`src/rtl/dis_pkg.sv`:
```
`timescale 1ns / 1ps
`default_nettype none
// ----------------------------------------------------------------------------
// dis_pkg
// Shared types, codes and reset values of the display idle saver controller.
// ----------------------------------------------------------------------------
package dis_pkg;

  // Display saver state as reported on the result stream.
  typedef enum logic [1:0] {
    SAVER_AWAKE = 2'd0,
    SAVER_DIM   = 2'd1,
    SAVER_OFF   = 2'd2
  } saver_e;

  // Saver mode codes held in the per-application mode registers.
  // The unused code behaves as dim.
  localparam logic [1:0] MODE_NONE = 2'd0;
  localparam logic [1:0] MODE_DIM  = 2'd1;
  localparam logic [1:0] MODE_OFF  = 2'd2;

  // Request kinds.
  localparam logic [1:0] REQ_TICK   = 2'd0;
  localparam logic [1:0] REQ_KEY    = 2'd1;
  localparam logic [1:0] REQ_MANUAL = 2'd2;

  // Application states; anything above error forbids the saver.
  localparam logic [2:0] APP_BROWSING = 3'd0;
  localparam logic [2:0] APP_RECORDING = 3'd1;
  localparam logic [2:0] APP_PLAYING  = 3'd2;
  localparam logic [2:0] APP_ERROR    = 3'd3;

  // A key code of zero is counted as a question mark.
  localparam logic [7:0] KEY_NONE     = 8'h00;
  localparam logic [7:0] KEY_FALLBACK = 8'h3F;

  // Configuration register map (word index).
  localparam int unsigned APB_ADDR_W = 5;
  localparam logic [2:0] REG_IDLE_MODE      = 3'd0;
  localparam logic [2:0] REG_RECORDING_MODE = 3'd1;
  localparam logic [2:0] REG_PLAYBACK_MODE  = 3'd2;
  localparam logic [2:0] REG_TRIPLE_WAKE    = 3'd3;
  localparam logic [2:0] REG_IDLE_DELAY     = 3'd4;
  localparam logic [2:0] REG_ACTIVE_DELAY   = 3'd5;
  localparam logic [2:0] REG_DIM_LEVEL      = 3'd6;
  localparam logic [2:0] REG_USER_LEVEL     = 3'd7;

  // Register reset values.
  localparam logic [1:0]  RST_IDLE_MODE      = 2'd1;
  localparam logic [1:0]  RST_RECORDING_MODE = 2'd1;
  localparam logic [1:0]  RST_PLAYBACK_MODE  = 2'd1;
  localparam logic        RST_TRIPLE_WAKE    = 1'b0;
  localparam logic [31:0] RST_IDLE_DELAY     = 32'd30000;
  localparam logic [31:0] RST_ACTIVE_DELAY   = 32'd10000;
  localparam logic [7:0]  RST_DIM_LEVEL      = 8'd16;
  localparam logic [7:0]  RST_USER_LEVEL     = 8'd128;

  typedef struct packed {
    logic [1:0]  idle_mode;
    logic [1:0]  recording_mode;
    logic [1:0]  playback_mode;
    logic        triple_wake_enable;
    logic [31:0] idle_delay_ms;
    logic [31:0] active_delay_ms;
    logic [7:0]  dim_level;
    logic [7:0]  user_level;
  } cfg_t;

  typedef struct packed {
    logic [1:0] req_type;
    logic [2:0] app_state;
    logic [7:0] key_code;
  } item_t;

  typedef struct packed {
    saver_e      saver;
    logic        manual_entered;
    logic [7:0]  confirm_key;
    logic [1:0]  confirm_count;
    logic [31:0] ms_since_activity;
    logic [31:0] ms_since_confirm_press;
  } state_t;

  typedef struct packed {
    logic [1:0] saver_state;
    logic [7:0] brightness;
    logic       panel_on;
    logic       redraw;
    logic [1:0] wake_count;
    logic       manual_flag;
  } result_t;

endpackage
`default_nettype wire

```
`src/rtl/dis_apb_regs.sv`:
```
`timescale 1ns / 1ps
`default_nettype none
// ----------------------------------------------------------------------------
// dis_apb_regs
// APB register file holding the saver modes, delays and brightness levels.
// ----------------------------------------------------------------------------
module dis_apb_regs (
  input  wire logic                             clk_i,
  input  wire logic                             rst_ni,
  input  wire logic                             psel,
  input  wire logic                             penable,
  input  wire logic                             pwrite,
  input  wire logic [dis_pkg::APB_ADDR_W-1:0]   paddr,
  input  wire logic [31:0]                      pwdata,
  output logic      [31:0]                      prdata,
  output logic                                  pready,
  output dis_pkg::cfg_t                         cfg_o
);

  dis_pkg::cfg_t cfg_q;
  logic [2:0]    reg_idx;
  logic          wr_en;

  assign pready  = 1'b1;
  assign reg_idx = paddr[dis_pkg::APB_ADDR_W-1:2];
  assign wr_en   = psel && penable && pwrite && pready;
  assign cfg_o   = cfg_q;

  always_ff @(posedge clk_i or negedge rst_ni) begin
    if (!rst_ni) begin
      cfg_q.idle_mode          <= dis_pkg::RST_IDLE_MODE;
      cfg_q.recording_mode     <= dis_pkg::RST_RECORDING_MODE;
      cfg_q.playback_mode      <= dis_pkg::RST_PLAYBACK_MODE;
      cfg_q.triple_wake_enable <= dis_pkg::RST_TRIPLE_WAKE;
      cfg_q.idle_delay_ms      <= dis_pkg::RST_IDLE_DELAY;
      cfg_q.active_delay_ms    <= dis_pkg::RST_ACTIVE_DELAY;
      cfg_q.dim_level          <= dis_pkg::RST_DIM_LEVEL;
      cfg_q.user_level         <= dis_pkg::RST_USER_LEVEL;
    end else if (wr_en) begin
      case (reg_idx)
        dis_pkg::REG_IDLE_MODE:      cfg_q.idle_mode          <= pwdata[1:0];
        dis_pkg::REG_RECORDING_MODE: cfg_q.recording_mode     <= pwdata[1:0];
        dis_pkg::REG_PLAYBACK_MODE:  cfg_q.playback_mode      <= pwdata[1:0];
        dis_pkg::REG_TRIPLE_WAKE:    cfg_q.triple_wake_enable <= pwdata[0];
        dis_pkg::REG_IDLE_DELAY:     cfg_q.idle_delay_ms      <= pwdata;
        dis_pkg::REG_ACTIVE_DELAY:   cfg_q.active_delay_ms    <= pwdata;
        dis_pkg::REG_DIM_LEVEL:      cfg_q.dim_level          <= pwdata[7:0];
        dis_pkg::REG_USER_LEVEL:     cfg_q.user_level         <= pwdata[7:0];
        default: ;
      endcase
    end
  end

  always_comb begin
    case (reg_idx)
      dis_pkg::REG_IDLE_MODE:      prdata = {30'd0, cfg_q.idle_mode};
      dis_pkg::REG_RECORDING_MODE: prdata = {30'd0, cfg_q.recording_mode};
      dis_pkg::REG_PLAYBACK_MODE:  prdata = {30'd0, cfg_q.playback_mode};
      dis_pkg::REG_TRIPLE_WAKE:    prdata = {31'd0, cfg_q.triple_wake_enable};
      dis_pkg::REG_IDLE_DELAY:     prdata = cfg_q.idle_delay_ms;
      dis_pkg::REG_ACTIVE_DELAY:   prdata = cfg_q.active_delay_ms;
      dis_pkg::REG_DIM_LEVEL:      prdata = {24'd0, cfg_q.dim_level};
      dis_pkg::REG_USER_LEVEL:     prdata = {24'd0, cfg_q.user_level};
      default:                     prdata = 32'd0;
    endcase
  end

endmodule
`default_nettype wire

```
`src/rtl/dis_step.sv`:
```
`timescale 1ns / 1ps
`default_nettype none
// ----------------------------------------------------------------------------
// dis_step
// Next-state and result logic for one tick, key press or manual request.
// ----------------------------------------------------------------------------
module dis_step #(
  parameter int unsigned WAKE_TIMEOUT_MS = 3000,
  parameter int unsigned WAKE_PRESSES    = 3
) (
  input  dis_pkg::cfg_t    cfg_i,
  input  dis_pkg::state_t  state_i,
  input  dis_pkg::item_t   item_i,
  output dis_pkg::state_t  state_o,
  output dis_pkg::result_t result_o
);

  localparam logic [31:0] TimeoutMs = 32'(WAKE_TIMEOUT_MS);
  localparam logic [1:0]  Presses   = 2'(WAKE_PRESSES);

  always_comb begin
    dis_pkg::state_t s;
    logic            redraw;
    logic [1:0]      mode;
    logic            allowed;
    logic [31:0]     delay;
    logic [7:0]      key;

    s      = state_i;
    redraw = 1'b0;

    case (item_i.app_state)
      dis_pkg::APP_RECORDING: mode = cfg_i.recording_mode;
      dis_pkg::APP_PLAYING:   mode = cfg_i.playback_mode;
      default:                mode = cfg_i.idle_mode;
    endcase
    allowed = (item_i.app_state <= dis_pkg::APP_ERROR);
    delay   = (item_i.app_state == dis_pkg::APP_RECORDING ||
               item_i.app_state == dis_pkg::APP_PLAYING) ?
              cfg_i.active_delay_ms : cfg_i.idle_delay_ms;
    key     = (item_i.key_code != dis_pkg::KEY_NONE) ? item_i.key_code
                                                     : dis_pkg::KEY_FALLBACK;

    case (item_i.req_type)
      dis_pkg::REQ_TICK: begin
        if (s.ms_since_activity != '1) s.ms_since_activity = s.ms_since_activity + 32'd1;
        if (s.ms_since_confirm_press != '1) begin
          s.ms_since_confirm_press = s.ms_since_confirm_press + 32'd1;
        end
        // A wake sequence whose gap has lapsed falls back to the saver.
        if (s.saver != dis_pkg::SAVER_AWAKE && s.confirm_count != 2'd0 &&
            s.ms_since_confirm_press > TimeoutMs) begin
          s.confirm_key            = '0;
          s.confirm_count          = '0;
          s.ms_since_confirm_press = '0;
          if (mode == dis_pkg::MODE_OFF) begin
            s.saver = dis_pkg::SAVER_OFF;
            redraw  = 1'b0;
          end else begin
            redraw = 1'b1;
          end
        end
        if (!allowed) begin
          if (s.saver != dis_pkg::SAVER_AWAKE) begin
            s.saver                  = dis_pkg::SAVER_AWAKE;
            s.confirm_key            = '0;
            s.confirm_count          = '0;
            s.ms_since_confirm_press = '0;
            redraw                   = 1'b1;
          end
          s.ms_since_activity = '0;
          s.manual_entered    = 1'b0;
        end else if (s.saver == dis_pkg::SAVER_AWAKE && mode != dis_pkg::MODE_NONE &&
                     s.ms_since_activity >= delay) begin
          s.manual_entered         = 1'b0;
          s.confirm_key            = '0;
          s.confirm_count          = '0;
          s.ms_since_confirm_press = '0;
          if (mode == dis_pkg::MODE_OFF) begin
            s.saver = dis_pkg::SAVER_OFF;
            redraw  = 1'b0;
          end else begin
            s.saver = dis_pkg::SAVER_DIM;
            redraw  = 1'b1;
          end
        end
      end
      dis_pkg::REQ_KEY: begin
        s.ms_since_activity = '0;
        if (s.saver != dis_pkg::SAVER_AWAKE) begin
          if (cfg_i.triple_wake_enable) begin
            if (s.confirm_count == 2'd0 || state_i.ms_since_confirm_press > TimeoutMs ||
                s.confirm_key != key) begin
              s.confirm_key   = key;
              s.confirm_count = 2'd1;
            end else if (s.confirm_count < Presses) begin
              s.confirm_count = s.confirm_count + 2'd1;
            end
            s.ms_since_confirm_press = '0;
            if (s.saver == dis_pkg::SAVER_OFF) s.saver = dis_pkg::SAVER_DIM;
          end
          if (!cfg_i.triple_wake_enable || s.confirm_count >= Presses) begin
            s.saver                  = dis_pkg::SAVER_AWAKE;
            s.manual_entered         = 1'b0;
            s.confirm_key            = '0;
            s.confirm_count          = '0;
            s.ms_since_confirm_press = '0;
          end
          redraw = 1'b1;
        end
      end
      dis_pkg::REQ_MANUAL: begin
        if (allowed && mode != dis_pkg::MODE_NONE) begin
          s.manual_entered         = 1'b1;
          s.confirm_key            = '0;
          s.confirm_count          = '0;
          s.ms_since_confirm_press = '0;
          if (mode == dis_pkg::MODE_OFF) begin
            s.saver = dis_pkg::SAVER_OFF;
            redraw  = 1'b0;
          end else begin
            s.saver = dis_pkg::SAVER_DIM;
            redraw  = 1'b1;
          end
        end
      end
      default: ;
    endcase

    state_o = s;

    result_o.saver_state = s.saver;
    case (s.saver)
      dis_pkg::SAVER_AWAKE: result_o.brightness = cfg_i.user_level;
      dis_pkg::SAVER_DIM:   result_o.brightness = cfg_i.dim_level;
      default:              result_o.brightness = 8'd0;
    endcase
    result_o.panel_on    = (s.saver != dis_pkg::SAVER_OFF);
    result_o.redraw      = redraw;
    result_o.wake_count  = s.confirm_count;
    result_o.manual_flag = s.manual_entered;
  end

endmodule
`default_nettype wire

```
`src/rtl/display_idle_saver_controller.sv`:
```
`timescale 1ns / 1ps
`default_nettype none
// ----------------------------------------------------------------------------
// display_idle_saver_controller
// Screen saver controller with awake, dim and off states for a display panel.
// ----------------------------------------------------------------------------
// Usage:
//   Requests arrive on the s_axis stream. tuser carries the request kind
//   (tick of one millisecond, key press, manual saver request); tdata carries
//   the application state and the key code. For every request the block
//   returns exactly one result on the m_axis stream: saver state, backlight
//   brightness, panel power, redraw request, wake press count and the manual
//   flag, all taken after the request has been applied.
//   An accepted request is held in the input register while the update logic
//   works on it, and moves into the result register when that register is
//   free or being emptied. One request is taken every cycle while the result
//   stream is not stalled; the controller state is a single set of registers
//   updated as a request moves into the result register, so consecutive
//   requests see each other's effect at once.
//   When the receiver stalls, the result is held, the input register keeps
//   one more request and tready drops until the result is taken.
//   Reset empties both registers, puts the panel awake with no wake sequence
//   and zeroed timers, and loads the default saver modes, delays and levels.
//   The APB port writes the registers; it is meant to be written while no
//   request is in flight.
// ----------------------------------------------------------------------------
module display_idle_saver_controller #(
  parameter int unsigned WAKE_TIMEOUT_MS = 3000,
  parameter int unsigned WAKE_PRESSES    = 3
) (
  input  wire logic                           clk_i,
  input  wire logic                           rst_ni,
  // Request stream.
  input  wire logic                           s_axis_tvalid,
  output logic                                s_axis_tready,
  // [2:0] app_state, [10:3] key_code, [15:11] zero.
  input  wire logic [15:0]                    s_axis_tdata,
  // [1:0] req_type.
  input  wire logic [1:0]                     s_axis_tuser,
  // Result stream.
  output logic                                m_axis_tvalid,
  input  wire logic                           m_axis_tready,
  // [1:0] saver_state, [9:2] brightness, [10] panel_on, [11] redraw,
  // [13:12] wake_count, [14] manual_flag, [15] zero.
  output logic      [15:0]                    m_axis_tdata,
  // Configuration port.
  input  wire logic                           psel,
  input  wire logic                           penable,
  input  wire logic                           pwrite,
  input  wire logic [dis_pkg::APB_ADDR_W-1:0] paddr,
  input  wire logic [31:0]                    pwdata,
  output logic      [31:0]                    prdata,
  output logic                                pready
);

  dis_pkg::cfg_t    cfg;
  dis_pkg::state_t  state_q, state_d;
  dis_pkg::item_t   item_q;
  dis_pkg::result_t result_d, result_q;
  logic             in_valid_q;
  logic             out_valid_q;
  logic             advance;

  dis_apb_regs u_regs (
    .clk_i   (clk_i),
    .rst_ni  (rst_ni),
    .psel    (psel),
    .penable (penable),
    .pwrite  (pwrite),
    .paddr   (paddr),
    .pwdata  (pwdata),
    .prdata  (prdata),
    .pready  (pready),
    .cfg_o   (cfg)
  );

  dis_step #(
    .WAKE_TIMEOUT_MS (WAKE_TIMEOUT_MS),
    .WAKE_PRESSES    (WAKE_PRESSES)
  ) u_step (
    .cfg_i    (cfg),
    .state_i  (state_q),
    .item_i   (item_q),
    .state_o  (state_d),
    .result_o (result_d)
  );

  // The held request moves on whenever the result register is free or
  // being emptied in this cycle.
  assign advance       = in_valid_q && (!out_valid_q || m_axis_tready);
  assign s_axis_tready = !in_valid_q || advance;

  always_ff @(posedge clk_i or negedge rst_ni) begin
    if (!rst_ni) begin
      in_valid_q <= 1'b0;
    end else if (s_axis_tready) begin
      in_valid_q <= s_axis_tvalid;
    end
  end

  always_ff @(posedge clk_i) begin
    if (s_axis_tready && s_axis_tvalid) begin
      item_q.req_type  <= s_axis_tuser;
      item_q.app_state <= s_axis_tdata[2:0];
      item_q.key_code  <= s_axis_tdata[10:3];
    end
  end

  // Controller state commits together with the result it produced.
  always_ff @(posedge clk_i or negedge rst_ni) begin
    if (!rst_ni) begin
      state_q.saver                  <= dis_pkg::SAVER_AWAKE;
      state_q.manual_entered         <= 1'b0;
      state_q.confirm_key            <= '0;
      state_q.confirm_count          <= '0;
      state_q.ms_since_activity      <= '0;
      state_q.ms_since_confirm_press <= '0;
    end else if (advance) begin
      state_q <= state_d;
    end
  end

  always_ff @(posedge clk_i or negedge rst_ni) begin
    if (!rst_ni) begin
      out_valid_q <= 1'b0;
    end else if (advance) begin
      out_valid_q <= 1'b1;
    end else if (m_axis_tready) begin
      out_valid_q <= 1'b0;
    end
  end

  always_ff @(posedge clk_i) begin
    if (advance) begin
      result_q <= result_d;
    end
  end

  assign m_axis_tvalid = out_valid_q;
  assign m_axis_tdata  = {1'b0, result_q.manual_flag, result_q.wake_count, result_q.redraw,
                          result_q.panel_on, result_q.brightness, result_q.saver_state};

  // A stalled result must freeze the controller state.
  a_state_frozen_on_stall : assert property (@(posedge clk_i) disable iff (!rst_ni)
    (out_valid_q && !m_axis_tready) |=> $stable(state_q))
    else $error("controller state changed while the result was stalled");

  // The panel is powered in every state except off, and dark while off.
  a_panel_matches_state : assert property (@(posedge clk_i) disable iff (!rst_ni)
    out_valid_q |-> (result_q.panel_on == (result_q.saver_state != dis_pkg::SAVER_OFF)) &&
                    ((result_q.saver_state != dis_pkg::SAVER_OFF) ||
                     (result_q.brightness == 8'd0)))
    else $error("panel power or brightness disagrees with saver state");

  // A pending wake sequence or a manual entry exists only while the saver runs.
  a_saver_only_flags : assert property (@(posedge clk_i) disable iff (!rst_ni)
    (state_q.confirm_count != 2'd0 || state_q.manual_entered) |->
      (state_q.saver != dis_pkg::SAVER_AWAKE))
    else $error("wake count or manual flag set while awake");

  // A result appears only from a request that was held in the input register.
  a_result_has_source : assert property (@(posedge clk_i) disable iff (!rst_ni)
    $rose(out_valid_q) |-> $past(in_valid_q))
    else $error("result produced without a request");

endmodule
`default_nettype wire
```
`config.mk`:
```
export PLATFORM = sky130hd
export DESIGN_NAME = display_idle_saver_controller
export DESIGN_NICKNAME = d
export VERILOG_FILES = /design/src/rtl/dis_pkg.sv /design/src/rtl/dis_apb_regs.sv /design/src/rtl/dis_step.sv /design/src/rtl/display_idle_saver_controller.sv
export SDC_FILE = /design/constraint.sdc
export NUM_CORES = 1
export LEC_CHECK = 0
export BUFFER_PORTS_ARGS = -buffer_cell sky130_fd_sc_hd__buf_2
export CAP_MARGIN = 20
export CORE_ASPECT_RATIO = 0.9
export CORE_MARGIN = 10
export CORE_UTILIZATION = 35
export CTS_BUF_LIST = sky130_fd_sc_hd__clkbuf_4 sky130_fd_sc_hd__clkbuf_8 sky130_fd_sc_hd__clkbuf_16
export DETAILED_ROUTE_END_ITERATION = 7
export GPL_TIMING_DRIVEN = 0
export SLEW_MARGIN = 20
export SYNTH_ARGS = -nofsm -noshare
export SYNTH_HDL_FRONTEND = slang
export SYNTH_HIERARCHICAL = 1
export SYNTH_SLANG_ARGS = --single-unit
```
`constraint.sdc`:
```
create_clock -name clk_i -period 6.7 [get_ports clk_i]
set_clock_uncertainty 0.05 [all_clocks]
set_input_delay 1.005 -clock clk_i [delete_from_list [all_inputs] [get_ports clk_i]]
set_output_delay 1.005 -clock clk_i [all_outputs]
set_load 0.02 [all_outputs]
```
==> results.sh, run 1 <==
export IMPL_antenna_cells=0
export IMPL_endpoint_kind="flip-flop"
export IMPL_cts_resized=1
export IMPL_report_final_slew_viol_count=0
export IMPL_fmax_ghz=0.162
export IMPL_cts_buffers_inserted=17
export IMPL_period_needed_ns=6.17
export IMPL_cts_hold_buf=0
export IMPL_via_count=11400
export IMPL_htree_levels=4
export IMPL_syn_num_nets=1446
export IMPL_synthFlopType="dfrtp_1"
export IMPL_dp_cells=1936
export IMPL_syn2layout_area_growth_pct=13.9
export IMPL_antenna_left=0
export IMPL_drive_gt1_share_pct=27.1
export IMPL_place_congestion=0.943
export IMPL_dp_hpwl_microns=30100
export IMPL_critPathLaunchType="flip-flop"
export IMPL_postCtsSetupBuffers=0
export IMPL_die_w_microns=226
export IMPL_critPathMaxStageDelay_ns=0.52
export IMPL_finalHoldViolCount=0
export IMPL_critPathMaxFanout=10
export IMPL_yosysUniqueCellTypes=89
export IMPL_grt_pass1_vias=11200
export IMPL_crit_required_ns=7.00
export IMPL_min_path_type="in2async"
export IMPL_synth_area_sq_um=13400
export IMPL_first_pass_iters=7
export IMPL_clock_path_buffers=2
export IMPL_dp_slack_ns=-0.0419
export IMPL_synth_area_leader_cell="dfrtp_1"
export IMPL_grt_pass1_wl_microns=63900
export IMPL_drv_cap=0
export IMPL_synth_seq_cells=194
export IMPL_fp_dieH_microns=205
export IMPL_async_reset_ff_share_pct=85.6
export IMPL_io_buffers=101
export IMPL_rsz0062_at_grt="false"
export IMPL_cellPowerDensity_nw_per_um2=220
export IMPL_synth_top_cell_area_share_pct=27.9
export IMPL_clk_pin_slew_ns=0.09
export IMPL_relSlewSlack_pct=23.9
export IMPL_start_util_pct=35.7
export IMPL_viasPerCell=5.77
export IMPL_cp_arrival_ns=6.47
export IMPL_crit_top_cell="nand3_1"
export IMPL_r2r_worst_path_cells=20
export IMPL_cp_startpoint="state_q[38]$_DFFE_PN0P_"
export IMPL_layout_setup_ws_ns=0.532
export IMPL_slowest_stage="nor3b_1"
export IMPL_setup_viol=0
export IMPL_num_rows=67
export IMPL_cts_tree="built"
export IMPL_r2r_start="state_q[38]$_DFFE_PN0P_"
export IMPL_placed_area_sq_um=14500
export IMPL_synth_edff_count=28
export IMPL_drc=0
export IMPL_nFillCells=3653
export IMPL_syn_area_per_cell_sq_um=9.90
export IMPL_critPathKind="reg2reg"
export IMPL_max_vdd_ir_drop_mv=0.192
export IMPL_ys_seq_area_share_pct=37.5
export IMPL_root_buffer="clkbuf_16"
export IMPL_final_cells=1968
export IMPL_final_period_utilization_pct=92.1
export IMPL_numClockSinks=194
export IMPL_finalNetCount=1569
export IMPL_die_area_sq_um=46400
export IMPL_wl_per_cell_microns=20.7
export IMPL_track_usage_pct=17.4
export IMPL_routed_wirelength_microns=40800
export IMPL_antenna_found_initial=1
export IMPL_overflow=0
export IMPL_crit_path_cell_trace="nand3_1 > nor2_1 > nand3_1 > nor3_2 > nand3_1 > nor4_2 > nand3_1 > xnor2_1 > ha_1 > nand4_1 > nor4_1 > nor3b_1 > o2111ai_1 > and4_1 > clkbuf_1 > clkbuf_1 > a21oi_1 > o22ai_1 > buf_4 > mux2_4"
export IMPL_worst_pin_slew_ns=1.14
export IMPL_final_core_util_pct=40.6
export IMPL_netlist_instances=1349
export IMPL_p_leak_nw=6.58
export IMPL_drt_iter0_markers=895
export IMPL_core_area_sq_um=37500
export IMPL_grt_max_degree=85
export IMPL_synthTopCellsByArea="dfrtp_1 28%, mux2_2 12%, edfxtp_1 6.3%"
export IMPL_ys_warn_count=6
export IMPL_status="finished, final reports clean"
export IMPL_ioPinCount=113
export IMPL_postLayoutCellArea_sq_um=15200
export IMPL_clk_latency_ns=0.46
-- per-stage QoR --
step           total power, W  TNS (ns)  hold WS [ns]
3_5_place_dp          0.00226   -0.0419         0.441
2_1_floorplan         0.00200         0         0.424
6_report              0.00334         0         0.363
5_1_grt               0.00351         0         0.375
4_1_cts               0.00337         0         0.355
3_3_place_gp          0.00224   -0.0245         0.433
-- state kept, by name (all words and copies together) (netlist names) --
register / cells
u_regs/cfg_o: 87
item_q: 13
m_axis_tvalid: 1
m_axis_tdata: 15
in_valid_q: 1
state_q: 77
-- power breakdown --
part	leakage [nW]	internal (W)	switching, W
Sequential	2.44	0.00136	0.000119
Clock	0.306	0.000547	0.000559
Combinational	3.84	0.000340	0.000422
Total	6.58	0.00224	0.00110
-- cells in the mapped netlist, types with 15 or more instances --
master	n
nand2_1	84
dfrtp_1	149
ha_1	35
xnor2_1	19
xor2_1	22
nor4_1	17
and3_1	26
mux2_2	144
inv_1	29
mux2i_1	64
edfxtp_1	28
nand4_1	23
clkbuf_1	49
buf_2	25
nand3_1	73
dfstp_2	17
o21ai_0	70
and2_1	16
nor2_1	101
a21oi_1	35
mux2_4	23
o211ai_1	15
a31oi_1	39
nor3_1	22
buf_4	15
-- final timing paths --
kind | to | slack (ns)
min in group clk_i | state_q[5]$_DFFE_PN0P_ | 0.46
max in group asynchronous | u_regs/cfg_o[7]$_DFFE_PN1P_ | 5.19
worst max-delay path | state_q[64]$_DFFE_PN0P_ | 0.53
worst min register to register | state_q[5]$_DFFE_PN0P_ | 0.46
worst min-delay path | m_axis_tvalid$_DFFE_PN0P_ | 0.36
worst max register to register | state_q[64]$_DFFE_PN0P_ | 0.53
-- layer usage --
| layer | track usage, % | wire length [microns] |
|---|---|---|
| met1 | 22.9 | 18400 |
| met2 | 28.0 | 19200 |
| met3 | 3.15 | 2090 |
| met4 | 5.86 | 1130 |
| met5 | 0 | 13 |
-- area by class of cell --
class                      count  area (sq um)  share of cell area, %
multi-input combinational   1031          7800                   51.2
inverter                      29           109                  0.715
tap                          483           604                   3.97
clock inverter                15           208                   1.36
sequential                   194          5020                   33.0
clock buffer                  17           425                   2.79
timing repair buffer         104           578                   3.80
buffer                        95           482                   3.16
-- cell families (layout without fill, tap and decap cells) --
group	count (synthesis)	in the layout	synth area share [%]
XOR/XNOR	41	41	2.69
buffers and inverters	124	260	4.42
AND/OR/NAND/NOR	447	447	17.9
other	2	2	0.0562
multiplexers	239	239	20.7
AO/OA/AOI/OAI	267	267	13.4
adder cells (fa/ha/maj)	35	35	3.28
flip-flops	194	194	37.5
-- worst max-delay path: cells and delay by family (launching register included) --
kind / cells / cell delay, ns
multiplexers: 1 / 0.26
flip-flops: 1 / 0.45
AO/OA/AOI/OAI: 3 / 0.68
buffers and inverters: 3 / 0.77
adder cells (fa/ha/maj): 1 / 0.32
AND/OR/NAND/NOR: 11 / 3.32
XOR/XNOR: 1 / 0.21
-- cell usage in the layout (no fill, tap or decap), types with 35 or more instances in the layout --
cell,n
clkbuf_1,49
o21ai_0,70
mux2_2,144
mux2i_1,64
nand3_1,73
nand2_1,84
a31oi_1,39
nor2_1,101
ha_1,35
dfrtp_1,149
buf_2,125
Note: power is estimated with default switching activity, not from simulation.
==> inputs of run 2 (changes only) <==
- CORE_UTILIZATION: 35 -> 45
==> results.sh, run 2 (synthesized netlist as in run 1, its figures left out) <==
export IMPL_status="finished, final reports clean"
export IMPL_p_int_w=0.00227
export IMPL_finalHoldViolCount=0
export IMPL_htree_levels=4
export IMPL_endpoint_kind="flip-flop"
export IMPL_numClockSinks=194
export IMPL_fp_dieH_microns=183
export IMPL_p_leak_nw=6.58
export IMPL_final_cell_mix="149 x dfrtp_1, 144 x mux2_2, 126 x buf_2, 101 x nor2_1, 84 x nand2_1"
export IMPL_cp_arrival_ns=6.63
export IMPL_num_rows=59
export IMPL_wl_per_cell_microns=21.3
export IMPL_antenna_cells=0
export IMPL_cp_startpoint="state_q[46]$_DFFE_PN0P_"
export IMPL_drv_cap=0
export IMPL_clock_path_buffers=2
export IMPL_root_buffer="clkbuf_16"
export IMPL_routed_wirelength_microns=40000
export IMPL_report_final_slew_viol_count=0
export IMPL_die_area_sq_um=37000
export IMPL_dp_cells=1848
export IMPL_first_pass_iters=5
export IMPL_antenna_found_initial=0
export IMPL_viasPerCell=6.00
export IMPL_track_usage_pct=21.3
export IMPL_cts_buffers_inserted=17
export IMPL_largest_register_ffs=87
export IMPL_nFillCells=2736
export IMPL_power_w=0.00332
export IMPL_drive_gt1_share_pct=26.9
export IMPL_via_count=11300
export IMPL_dp_hpwl_microns=29500
export IMPL_cellPowerDensity_nw_per_um2=220
export IMPL_relSlewSlack_pct=24.5
export IMPL_swShare_pct=31.6
export IMPL_p_clk_share_pct=32.6
export IMPL_critPathMaxFanout=10
export IMPL_worst_pin_slew_ns=1.12
export IMPL_critPathLaunchType="flip-flop"
export IMPL_io_buffers=101
export IMPL_drt_iter0_markers=1005
export IMPL_seq_power_share_pct=44.8
export IMPL_r2r_start="state_q[46]$_DFFE_PN0P_"
export IMPL_antenna_left=0
export IMPL_overflow=0
export IMPL_final_cells=1881
export IMPL_core_area_sq_um=29100
export IMPL_syn2layout_area_growth_pct=12.8
export IMPL_combPwrFrac_pct=22.6
export IMPL_critPathKind="reg2reg"
export IMPL_place_congestion=0.980
export IMPL_grt_pass1_vias=11100
export IMPL_fmax_ghz=0.159
export IMPL_setup_viol=0
export IMPL_ioPinCount=113
export IMPL_grt_max_degree=65
export IMPL_final_period_utilization_pct=93.9
export IMPL_final_common_cell="dfrtp_1"
export IMPL_min_path_type="in2async"
export IMPL_grt_pass1_wl_microns=63200
export IMPL_switching_power_w=0.00105
export IMPL_clk_pin_slew_ns=0.08
export IMPL_cts_tree="built"
export IMPL_die_w_microns=202
export IMPL_rsz0062_at_grt="false"
export IMPL_max_vdd_ir_drop_mv=0.190
export IMPL_crit_required_ns=7.04
export IMPL_clk_latency_ns=0.45
export IMPL_finalNetCount=1569
export IMPL_drc=0
export IMPL_start_util_pct=45.9
export IMPL_period_needed_ns=6.29
[run 2: repair_timing]
| item | in CTS | in global routing |
|---|---|---|
| buffers inserted | 0 | 0 |
| cloned | 0 | 0 |
| setup endpoints to repair | 13 | 55 |
| resized for setup | 1 | 4 |
| hold buffers | 0 | 0 |
[run 2: worst max-delay path, cell delays in order, from the launching register on]
cell       delay (ns)
dfrtp_1          0.35
clkbuf_1         0.32
nand4_1          0.29
nor4_1           0.38
nor4b_4          0.56
nor2_1           0.32
and3_1           0.32
and3_1           0.24
xor2_1           0.16
ha_1             0.31
a21o_1           0.16
a221o_1          0.34
a22o_1           0.28
o2111ai_1        0.21
and4_1           0.24
clkbuf_1         0.40
clkbuf_1         0.60
a21oi_1          0.21
o21ai_1          0.24
buf_4            0.14
mux2_2           0.13
[run 2: layout make-up]
type                    instances  area (sq um)  area share [%]
multi-input cells            1031          7790            51.7
repair buffers                104           576            3.82
clock buffers                  18           439            2.91
flip-flops and latches        194          5020            33.3
well taps                     396           495            3.29
inverters                      29           109           0.722
clock inverters                14           164            1.09
plain buffers                  95           482            3.20
[run 2: per-stage QoR]
stage	setup TNS, ns	cell area, sq um	util, %	hold WS, ns	worst slack, ns
global route	0	15100	51.8	0.425	0.0886
global placement	-0.257	14400	49.4	0.433	-0.125
CTS	0	15000	51.7	0.415	0.0398
floorplan	0	13400	-	0.424	1.62
detailed placement	-0.435	14400	49.6	0.438	-0.144
finish	0	15100	51.8	0.396	0.408
[run 2: final timing paths]
path,cells past startpoint,slack (ns),to
max,20,0.41,state_q[65]$_DFFE_PN0P_
min,1,0.40,state_q[12]$_DFFE_PN0P_
min in group clk_i,1,0.45,state_q[10]$_DFFE_PN0P_
max reg2reg,20,0.41,state_q[65]$_DFFE_PN0P_
min reg2reg,1,0.45,state_q[10]$_DFFE_PN0P_
max in group asynchronous,2,5.46,u_regs/cfg_o[53]$_DFFE_PN1P_
[run 2: power groups by stage]
stage / clock [W] / sequential [W] / combinational, W
CTS: 0.00111 / 0.00149 / 0.000753
finish: 0.00108 / 0.00149 / 0.000749
detailed placement: 0 / 0.00151 / 0.000750
global placement: 0 / 0.00150 / 0.000733
global route: 0.00115 / 0.00151 / 0.000824
floorplan: 0 / 0.00148 / 0.000520
[run 2: routing by layer]
metal  wire [microns]  part of all wire [%]  global-route usage, %  vias up
met5                0                     0                      0        -
met4              565                   1.4                   5.20        0
met3             2190                   5.5                   3.49       53
met2            18900                    47                   34.6      363
met1            18400                    46                   29.0     5569
li1                 -                     -                      -     5296
==> inputs of run 3 (changes only) <==
- CORE_ASPECT_RATIO: 0.9 -> 0.8
==> results.sh, run 3 (synthesized netlist as in run 1, its figures left out) <==
export IMPL_drt_iter0_markers=1159
export IMPL_critPathKind="reg2reg"
export IMPL_rsz0062_at_grt="false"
export IMPL_relSlewSlack_pct=25.4
export IMPL_cellPowerDensity_nw_per_um2=217
export IMPL_root_buffer="clkbuf_16"
export IMPL_wl_per_cell_microns=22.0
export IMPL_report_final_slew_viol_count=0
export IMPL_tns_ns=0
export IMPL_setup_viol=0
export IMPL_placed_area_sq_um=14400
export IMPL_routed_wirelength_microns=41100
export IMPL_clk_pin_slew_ns=0.08
export IMPL_drv_cap=0
export IMPL_drc=0
export IMPL_endpoint_kind="flip-flop"
export IMPL_final_period_utilization_pct=93.7
export IMPL_status="finished, final reports clean"
export IMPL_syn2layout_area_growth_pct=12.4
export IMPL_place_congestion=0.952
export IMPL_ioPinCount=113
export IMPL_finalHoldViolCount=0
export IMPL_critPathLaunchType="flip-flop"
export IMPL_slowest_stage="clkbuf_1"
export IMPL_start_util_pct=45.6
export IMPL_final_cell_mix="149 x dfrtp_1, 144 x mux2_2, 125 x buf_2, 101 x nor2_1, 84 x nand2_1"
export IMPL_cts_buffers_inserted=17
export IMPL_via_count=11400
export IMPL_grt_pass1_wl_microns=64000
export IMPL_max_vdd_ir_drop_mv=0.189
export IMPL_crit_top_cell="clkbuf_1"
export IMPL_clock_path_buffers=2
export IMPL_drive_gt1_share_pct=27.1
export IMPL_p_leak_nw=6.55
export IMPL_min_path_type="in2async"
export IMPL_fp_dieH_microns=174
export IMPL_r2r_worst_path_cells=20
export IMPL_grt_pass1_vias=10900
export IMPL_grt_max_degree=83
export IMPL_crit_required_ns=7.04
export IMPL_worst_pin_slew_ns=1.12
export IMPL_power_w=0.00326
export IMPL_critPathMaxStageDelay_ns=0.60
export IMPL_die_area_sq_um=37000
export IMPL_cts_tree="built"
export IMPL_critPathMaxFanout=10
export IMPL_postLayoutCellArea_sq_um=15000
export IMPL_core_area_sq_um=29300
export IMPL_num_rows=56
export IMPL_antenna_left=0
export IMPL_numClockSinks=194
export IMPL_cp_arrival_ns=6.62
export IMPL_fmax_ghz=0.159
export IMPL_htree_levels=4
export IMPL_io_buffers=101
export IMPL_crit_path_cell_trace="clkbuf_1 > nand4_1 > nor4_1 > nor4b_4 > nor2_1 > and3_1 > and3_1 > xor2_1 > ha_1 > a21o_1 > a221o_1 > a22o_1 > o2111ai_1 > and4_1 > clkbuf_1 > clkbuf_1 > a21oi_1 > o21ai_1 > buf_4 > mux2_2"
export IMPL_period_needed_ns=6.28
export IMPL_antenna_cells=0
export IMPL_dp_hpwl_microns=30200
export IMPL_first_pass_iters=8
export IMPL_final_common_cell="dfrtp_1"
export IMPL_viasPerCell=6.14
export IMPL_track_usage_pct=22.0
export IMPL_die_w_microns=213
export IMPL_clk_latency_ns=0.46
export IMPL_postCtsSetupBuffers=0
export IMPL_overflow=0
export IMPL_finalNetCount=1569
export IMPL_largest_register_ffs=87
export IMPL_antenna_found_initial=0
## run 3: final timing paths
check | start | endpoint | slack (ns)
min reg2reg | state_q[18]$_DFFE_PN0P_ | state_q[18]$_DFFE_PN0P_ | 0.45
min | rst_ni | state_q[13]$_DFFE_PN0P_ | 0.35
max | state_q[46]$_DFFE_PN0P_ | state_q[65]$_DFFE_PN0P_ | 0.42
min in group clk_i | state_q[18]$_DFFE_PN0P_ | state_q[18]$_DFFE_PN0P_ | 0.45
max in group asynchronous | rst_ni | u_regs/cfg_o[26]$_DFFE_PN1P_ | 5.21
max reg2reg | state_q[46]$_DFFE_PN0P_ | state_q[65]$_DFFE_PN0P_ | 0.42
## run 3: critical path: cells and delay by family (launching register included)
kind / cells / cell delay, ns
flops: 1 / 0.35
xor+xnor: 1 / 0.16
buf+inv: 4 / 1.40
simple gates: 7 / 2.35
fa+ha+maj: 1 / 0.31
mux: 1 / 0.13
compound gates: 6 / 1.45
## run 3: layout make-up
class	instances	area, sq um
fillers	2732	14300
multi-input cells	1031	7810
flip-flops and latches	194	5020
repair buffers	104	578
plain buffers	95	482
well taps	377	472
clock buffers	19	440
clock inverters	13	109
inverters	29	109
## run 3: layer usage
layer	routed length (microns)	GRT usage [%]	part of all wire [%]	vias up
met4	401	4.25	0.98	0
li1	-	-	-	5309
met3	2850	4.30	6.9	29
met5	0	0	0	-
met1	20300	33.3	49	5736
met2	17500	31.4	43	362
## run 3: through the flow
stage | hold WS [ns] | worst slack, ns | util, % | instances
floorplan | 0.424 | 1.62 | - | 1349
global placement | 0.431 | -0.0951 | 49.0 | 1827
detailed placement | 0.440 | -0.0614 | 49.2 | 1830
CTS | 0.345 | 0.0380 | 51.2 | 1862
global route | 0.352 | 0.0304 | 51.3 | 1862
finish | 0.350 | 0.421 | 51.3 | 1862
## run 3: power by group
part           leakage, nW  internal (W)  switching (W)  total (W)
registers             2.44       0.00136       0.000126    0.00148
logic                 3.84      0.000340       0.000426   0.000766
clock network        0.275      0.000496       0.000510    0.00101
## run 3: repair_timing
item	CTS	global route
endpoints found under the setup margin	11	54
hold buffers	0	0
resized for setup	2	4
